## config.mk

```make
export PLATFORM = sky130hd
export DESIGN_NAME = lphm_front
export DESIGN_NICKNAME = d
export VERILOG_FILES = /design/src/hw/rtl/lphm_pkg.sv /design/src/hw/rtl/lphm_front.sv
export SDC_FILE = /design/constraint.sdc
export NUM_CORES = 1
export LEC_CHECK = 0
export BUFFER_PORTS_ARGS = -buffer_cell sky130_fd_sc_hd__buf_2
export CAP_MARGIN = 0
export CORE_MARGIN = 4
export CORE_UTILIZATION = 40
export DETAILED_ROUTE_END_ITERATION = 6
export SLEW_MARGIN = 20
export SYNTH_ARGS = -nofsm -noshare
export SYNTH_HDL_FRONTEND = slang
export SYNTH_SLANG_ARGS = --single-unit
export TNS_END_PERCENT = 10
```

## constraint.sdc

```tcl
create_clock -name clk -period 5.7 [get_ports clk]
set_input_delay 0.57 -clock clk [delete_from_list [all_inputs] [get_ports clk]]
set_output_delay 0.57 -clock clk [all_outputs]
set_load 0.01 [all_outputs]
```

## src/hw/rtl/lphm_pkg.sv

```systemverilog
// shared types and constants for the label pair hash map
package lphm_pkg;

    localparam int MOD_FIRST_DEF  = 127;
    localparam int MOD_SECOND_DEF = 113;
    localparam int POOL_DEPTH_DEF = 1024;
    localparam int LABEL_BITS_DEF = 16;

    typedef enum logic [1:0] {
        ACT_SEARCH = 2'd0,
        ACT_ENTER  = 2'd1,
        ACT_CLEAR  = 2'd2,
        ACT_NONE   = 2'd3
    } action_t;

    typedef enum logic [2:0] {
        ST_INIT,
        ST_IDLE,
        ST_HEAD,
        ST_HEAD_WAIT,
        ST_NODE,
        ST_NODE_WAIT,
        ST_CLEAR,
        ST_DONE
    } back_state_t;

endpackage

```

## src/hw/rtl/lphm_front.sv

```systemverilog
// front end: accepts items, computes the bucket index one key byte at a time, fills the queue
module lphm_front
    import lphm_pkg::*;
#(
    parameter int MOD_FIRST  = MOD_FIRST_DEF,
    parameter int MOD_SECOND = MOD_SECOND_DEF,
    parameter int LABEL_BITS = LABEL_BITS_DEF,
    localparam int KEY_BITS  = 2 * LABEL_BITS,
    localparam int BKT_COUNT = MOD_FIRST + MOD_SECOND,
    localparam int BKT_BITS  = $clog2(BKT_COUNT),
    localparam int QW        = 2 + 2 * LABEL_BITS + 32 + BKT_BITS
) (
    input  logic                  clk,
    input  logic                  rst_n,
    input  logic                  in_valid,
    output logic                  in_ready,
    input  logic [1:0]            in_action,
    input  logic [LABEL_BITS-1:0] in_a,
    input  logic [LABEL_BITS-1:0] in_b,
    input  logic [31:0]           in_val,
    output logic                  q_valid,
    input  logic                  q_ready,
    output logic [QW-1:0]         q_data
);

    localparam int DIG      = 8;
    localparam int STEPS    = (KEY_BITS + DIG - 1) / DIG;
    localparam int KEY_PAD  = STEPS * DIG;
    localparam int CNT_BITS = $clog2(STEPS + 1);
    localparam int R1_BITS  = $clog2(MOD_FIRST);
    localparam int R2_BITS  = $clog2(MOD_SECOND);
    localparam int X1_BITS  = R1_BITS + DIG;
    localparam int X2_BITS  = R2_BITS + DIG;
    localparam int P1_BITS  = X1_BITS + DIG;
    localparam int P2_BITS  = X2_BITS + DIG;
    localparam int RCP1     = (1 << X1_BITS) / MOD_FIRST;
    localparam int RCP2     = (1 << X2_BITS) / MOD_SECOND;

    // remainder one key byte at a time: reciprocal quotient estimate, then correction
    logic                  busy_reg, busy_next;
    logic                  phase_reg;
    logic [CNT_BITS-1:0]   cnt_reg;
    logic [KEY_PAD-1:0]    key_reg;
    logic [R1_BITS-1:0]    r1_reg, r1_next;
    logic [R2_BITS-1:0]    r2_reg, r2_next;
    logic [DIG-1:0]        q1_reg, q1_next;
    logic [DIG-1:0]        q2_reg, q2_next;
    logic [X1_BITS-1:0]    x1, t1;
    logic [X2_BITS-1:0]    x2, t2;
    logic [P1_BITS-1:0]    p1;
    logic [P2_BITS-1:0]    p2;
    logic [1:0]            act_reg;
    logic [LABEL_BITS-1:0] a_reg, b_reg;
    logic [31:0]           val_reg;
    logic [BKT_BITS:0]     bsum;
    logic [BKT_BITS-1:0]   bkt;

    // two entry queue
    logic [QW-1:0] fifo_reg [2];
    logic          wp_reg, rp_reg;
    logic [1:0]    fill_reg;
    logic          push, pop;

    assign in_ready = !busy_reg;

    always_comb
    begin
        x1 = {r1_reg, key_reg[KEY_PAD-1 -: DIG]};
        x2 = {r2_reg, key_reg[KEY_PAD-1 -: DIG]};
        p1 = P1_BITS'(x1) * P1_BITS'(RCP1);
        p2 = P2_BITS'(x2) * P2_BITS'(RCP2);
        q1_next = p1[X1_BITS +: DIG];
        q2_next = p2[X2_BITS +: DIG];
        t1 = x1 - X1_BITS'(q1_reg) * X1_BITS'(MOD_FIRST);
        t2 = x2 - X2_BITS'(q2_reg) * X2_BITS'(MOD_SECOND);
        r1_next = (t1 >= X1_BITS'(MOD_FIRST)) ? R1_BITS'(t1 - X1_BITS'(MOD_FIRST))
                                              : R1_BITS'(t1);
        r2_next = (t2 >= X2_BITS'(MOD_SECOND)) ? R2_BITS'(t2 - X2_BITS'(MOD_SECOND))
                                               : R2_BITS'(t2);
        bsum = (BKT_BITS+1)'(r1_reg) + (BKT_BITS+1)'(r2_reg);
        bkt = (bsum >= (BKT_BITS+1)'(BKT_COUNT)) ? '0 : bsum[BKT_BITS-1:0];
        busy_next = busy_reg;
        push = 1'b0;
        if (!busy_reg)
        begin
            busy_next = in_valid;
        end
        else if (cnt_reg == CNT_BITS'(STEPS))
        begin
            push = fill_reg != 2'd2;
            busy_next = !push;
        end
    end

    assign pop = q_valid && q_ready;
    assign q_valid = fill_reg != 2'd0;
    assign q_data = fifo_reg[rp_reg];

    always_ff @(posedge clk or negedge rst_n)
    begin
        if (!rst_n)
        begin
            busy_reg <= 1'b0;
            wp_reg   <= 1'b0;
            rp_reg   <= 1'b0;
            fill_reg <= 2'd0;
        end
        else
        begin
            busy_reg <= busy_next;
            if (push)
            begin
                wp_reg <= !wp_reg;
            end
            if (pop)
            begin
                rp_reg <= !rp_reg;
            end
            fill_reg <= fill_reg + {1'b0, push} - {1'b0, pop};
        end
    end

    always_ff @(posedge clk)
    begin
        if (!busy_reg)
        begin
            key_reg   <= KEY_PAD'({in_a, in_b});
            r1_reg    <= '0;
            r2_reg    <= '0;
            cnt_reg   <= '0;
            phase_reg <= 1'b0;
            act_reg   <= in_action;
            a_reg     <= in_a;
            b_reg     <= in_b;
            val_reg   <= in_val;
        end
        else if (cnt_reg != CNT_BITS'(STEPS))
        begin
            if (!phase_reg)
            begin
                q1_reg <= q1_next;
                q2_reg <= q2_next;
            end
            else
            begin
                r1_reg  <= r1_next;
                r2_reg  <= r2_next;
                key_reg <= key_reg << DIG;
                cnt_reg <= cnt_reg + 1'b1;
            end
            phase_reg <= !phase_reg;
        end
        if (push)
        begin
            fifo_reg[wp_reg] <= {bkt, val_reg, b_reg, a_reg, act_reg};
        end
    end

    assert property (@(posedge clk) disable iff (!rst_n) fill_reg <= 2'd2)
        else $error("queue overfilled");
    assert property (@(posedge clk) disable iff (!rst_n) push |-> fill_reg != 2'd2)
        else $error("push into full queue");
    assert property (@(posedge clk) disable iff (!rst_n)
        busy_reg && cnt_reg != CNT_BITS'(STEPS) |=> busy_reg)
        else $error("division dropped");
    assert property (@(posedge clk) disable iff (!rst_n)
        q_valid && !q_ready |=> q_valid && $stable(q_data))
        else $error("queue head changed while waiting");

endmodule

```

==> summary by stage <==
GRT
The maximum number of pins on one net before global-route repair is 76. The number of antenna violations at the first check in global routing came to 3. The first global-routing pass estimated 50650 um of wire. The total routing resource utilization after global routing is roughly 15%. The overflow left after global routing is 0. In the global route stage, met1 resource usage came out at 20.88%. In the global route stage, met2 resource usage came out at between 20 and 30%. The via count of the first global-routing pass is 9147. The met3 usage in global routing is 2.275%.

The global-route layer with the greatest usage is met2.

STA
Static timing analysis puts the maximum clock frequency at 190.3 MHz. The transition time at the pin with the least slew margin is 1.105 ns. The period utilization is between 90% and 100%. Setup total negative slack on the finished layout was measured at 0 ns. The final setup violation count is 0. The hold violation total from the final report is 0. The setup slack of the critical path after layout is 0.4460 ns. Setup repair after global routing could not meet its margin everywhere. The worst slew margin relative to its limit is 26.31%. Subtracting the final worst setup slack from the clock period gives 5.254 ns.

The setup skew after layout is between 0.02 and 0.025 ns. The final max-slew violation count is 0.

Final layout
The fraction of layout cells with a size suffix above 1 is 23.98%. The filler cell count in the final layout is approximately 3.5k. Relative to the synthesized area, the layout overhead comes to 15.19%. The combined area of the multi-input logic cells is 0.006634 mm2. The net count of the finished layout is 1600. The number of flip-flops under the largest register name is approximately 150. The area taken by flip-flops and latches is 0.008358 mm2.

Critical path
The data required time of the critical path is 6.16 ns. For this design, the slowest cell found on the critical path is fa_1. Broken down by cell family, the worst path's largest delay share belongs to adder cells. The highest fanout seen on the critical path is 8. The kind of launch point of the worst setup path is a flip-flop. Walking the worst path, the cells encountered are inv_1, fa_1, inv_1, fa_1, inv_1, fa_1, inv_1, fa_1, inv_1, ha_1, a211oi_1, o21ai_0, and3b_1, a311oi_1, xnor2_1, nor4_4, nand2_1, a31o_2, a31oi_1. The data arrival time of the critical path is 5.72 ns.

The highest cell delay on the worst timing path is 0.52 ns. Counting cells, the worst reg-to-reg path comes to 19. STA classifies the critical path endpoint as a flip-flop. The launching point of the worst reg2reg path is q1_reg[5]$_DFFE_PP_. The number of buffer and inverter instances along the worst setup path is 5. The kind of critical path is flip-flop to flip-flop. The setup check on the worst reg-to-reg path leaves a slack of between 0.4 and 0.5 ns. The cell type with the highest occurrence count on the critical path is inv_1. In this run the critical register-to-register path is captured at r1_reg[5]$_SDFFE_PN0P_.

CTS
CTS placed an instance of clkbuf_16 at the clock tree root. The tree built by TritonCTS fans out to 285 sinks. The CTS tree is built. The maximum buffer depth of the clock tree is 3. In this run the number of H-tree levels came out at 1. The clock edge transition at the registers on the reported setup and hold paths is 0.07 ns. The number of CTS-inserted buffers is 27. The clock insertion delay at the later pin of the skew report is 0.55 ns.

Placement
At the placement stage, the worst setup path has a slack of 0.3115 ns. The count of port buffers added during placement is 145. Routability-driven placement finished with a final weighted congestion of 0.8230. Detailed placement ended at an HPWL of around 24000 um.

Detailed routing
The total via count after detailed routing is roughly 9k. The residual antenna-violating net count after detailed routing is 0. The DRC violations left is 0. The routed design has 32290 um of wire. The average via count per standard cell is 4.859.

After the first detailed-routing iteration, the DRC count stood at 362. The pre-antenna-repair detailed-routing pass consisted of 4 iterations. The average wire per cell in the routed design is between 15 and 20 um.

Min path
Along the worst hold path, the cell count comes to 1. The type of the tightest min-delay check is input port to flip-flop. The path with the worst hold slack has its endpoint at val_reg[11]$_DFFE_PN_.

The start point of the worst hold path is in_val[11].

Floorplan
146 I/O pins were placed. Once the floorplan was initialized, standard cells occupied roughly 40% of the core. In this run the standard cell core region covers between 0.03 and 0.04 mm2. The floorplan has 72 rows. The die footprint is 0.04244 mm2. In this run the vertical extent of the chip is approximately 200 um. The die is 206 um wide.

Flow run
The max-capacitance violation count is 0.

Synthesis
Summed over all instances, the cell type with the most area after synthesis is edfxtp_1. Counting flops with a built-in enable in the synthesized netlist gives 262. When the netlist entered floorplanning its net count stood at 1435. The synthesized design contains 285 register bits.

The Yosys step of the flow raised 0 warnings. Summed over its instances, the top area cell type makes up 50.17% of the synthesized netlist area. The primary flip-flop cell chosen by synthesis mapping is edfxtp_1. Of the total synthesized cell area, the portion taken by AND, OR, NAND and NOR gates is 5.497%. The combinational family with the most area after synthesis is adder cells. After synthesis, the cell types taking the most area are edfxtp_1, ha_1, fa_1. In the synthesized netlist, the number of instances is 1144. The mux contribution to synthesized area is around 7.2%. The synthesized netlist devotes ~6.0% of its cell area to compound gates. Each instance of the synthesized netlist takes up on average ~14 um2. In the synthesized netlist, the cells that appear most often are edfxtp_1, inv_1, ha_1. Of all flip-flops after synthesis, the portion carrying an async set or reset was between 1.5 and 2%.

After Yosys synthesis, XOR and XNOR cells account for 2.737% of the synthesized area. Yosys instantiated no cell more often than edfxtp_1. The number of different library cells used by synthesis comes to 67.

After Yosys synthesis, full adders, half adders and majority gates account for 20.70% of the synthesized area. The share of the yosys chip area belonging to registers is 53.27%. The mapped cell area is 0.01568 mm2.

Run status
The flow ran to the end, and the final reports show no timing, DRC or antenna violations.
-- through the flow --
step | util, % | instances | area (um2) | hold slack (ns)
after floorplan | - | 1144 | 15680 | 0.2744
after global routing | 46.62 | 1848 | 18060 | 0.1675
after CTS | 46.60 | 1848 | 18050 | 0.1666
after global placement | 44.09 | 1797 | 17080 | 0.3918
after detailed placement | 44.09 | 1797 | 17080 | 0.4005
final | 46.63 | 1849 | 18060 | 0.1998
-- logic make-up (layout without fill, tap and decap cells) --
| logic type | after synthesis | after routing |
|---|---|---|
| buf+inv | 193 | 379 |
| simple gates | 163 | 163 |
| compound gates | 133 | 133 |
| fa+ha+maj | 221 | 221 |
| xor+xnor | 49 | 49 |
| flops | 285 | 285 |
| other cells | 0 | 1 |
| mux | 100 | 100 |
-- how the worst max path moves through the flow --
stage / from / end / slack (ns) / cells after the start
6_report: q1_reg[5]$_DFFE_PP_ / r1_reg[5]$_SDFFE_PN0P_ / 0.45 / 19
2_1_floorplan: q1_reg[5]$_DFFE_PP_ / r1_reg[2]$_SDFFE_PN0P_ / 0.61 / 20
4_1_cts: q1_reg[5]$_DFFE_PP_ / r1_reg[2]$_SDFFE_PN0P_ / 0.28 / 19
3_5_place_dp: q1_reg[5]$_DFFE_PP_ / r1_reg[2]$_SDFFE_PN0P_ / 0.31 / 19
3_3_place_gp: q1_reg[5]$_DFFE_PP_ / r1_reg[2]$_SDFFE_PN0P_ / 0.39 / 19
5_1_grt: q1_reg[5]$_DFFE_PP_ / r1_reg[5]$_SDFFE_PN0P_ / 0.02 / 19
-- layout by cell type (no fill, tap or decap), types with 4 or more instances in the layout --
cell type / instances
a211oi_1: 7
a21o_1: 7
a21oi_1: 22
a311oi_1: 4
a31oi_1: 10
and2_1: 6
buf_2: 145
buf_4: 9
bufinv_16: 6
clkbuf_16: 27
clkinv_1: 6
clkinv_2: 5
clkinvlp_4: 4
dfxtp_1: 18
edfxtp_1: 262
fa_1: 64
ha_1: 157
inv_1: 173
mux2_2: 98
nand2_1: 23
nand2b_1: 7
nand3_1: 12
nand4_1: 6
nor2_1: 42
nor2b_1: 24
nor3_1: 17
o21a_1: 14
o21ai_0: 27
o31ai_1: 4
or2_2: 4
or3_1: 4
xnor2_1: 40
xor2_1: 9
-- layout make-up --
class / count / area share, %
diodes: 1 / 0.01385
clock buffers: 28 / 3.761
clock inverters: 22 / 1.572
inverters: 174 / 3.623
multi-input cells: 666 / 36.73
flip-flops and latches: 285 / 46.27
well taps: 518 / 3.588
repair buffers: 155 / 4.447
-- what timing repair did --
action | in CTS | in global routing
hold buffers | 1 | 0
resized for setup | 0 | 2
setup buffers | 0 | 0
endpoints found under the hold margin | 5 | 0
endpoints found under the setup margin | 0 | 5
-- routing by layer --
metal  vias up  share of wire (%)
li1       4427                  -
met1      4348                 46
met2       176                 47
met3        27                5.5
met4         6                1.1
met5         -               0.11
Power is not shown: default switching activity piles up to over one toggle a cycle in this logic, so the estimate is an artifact.
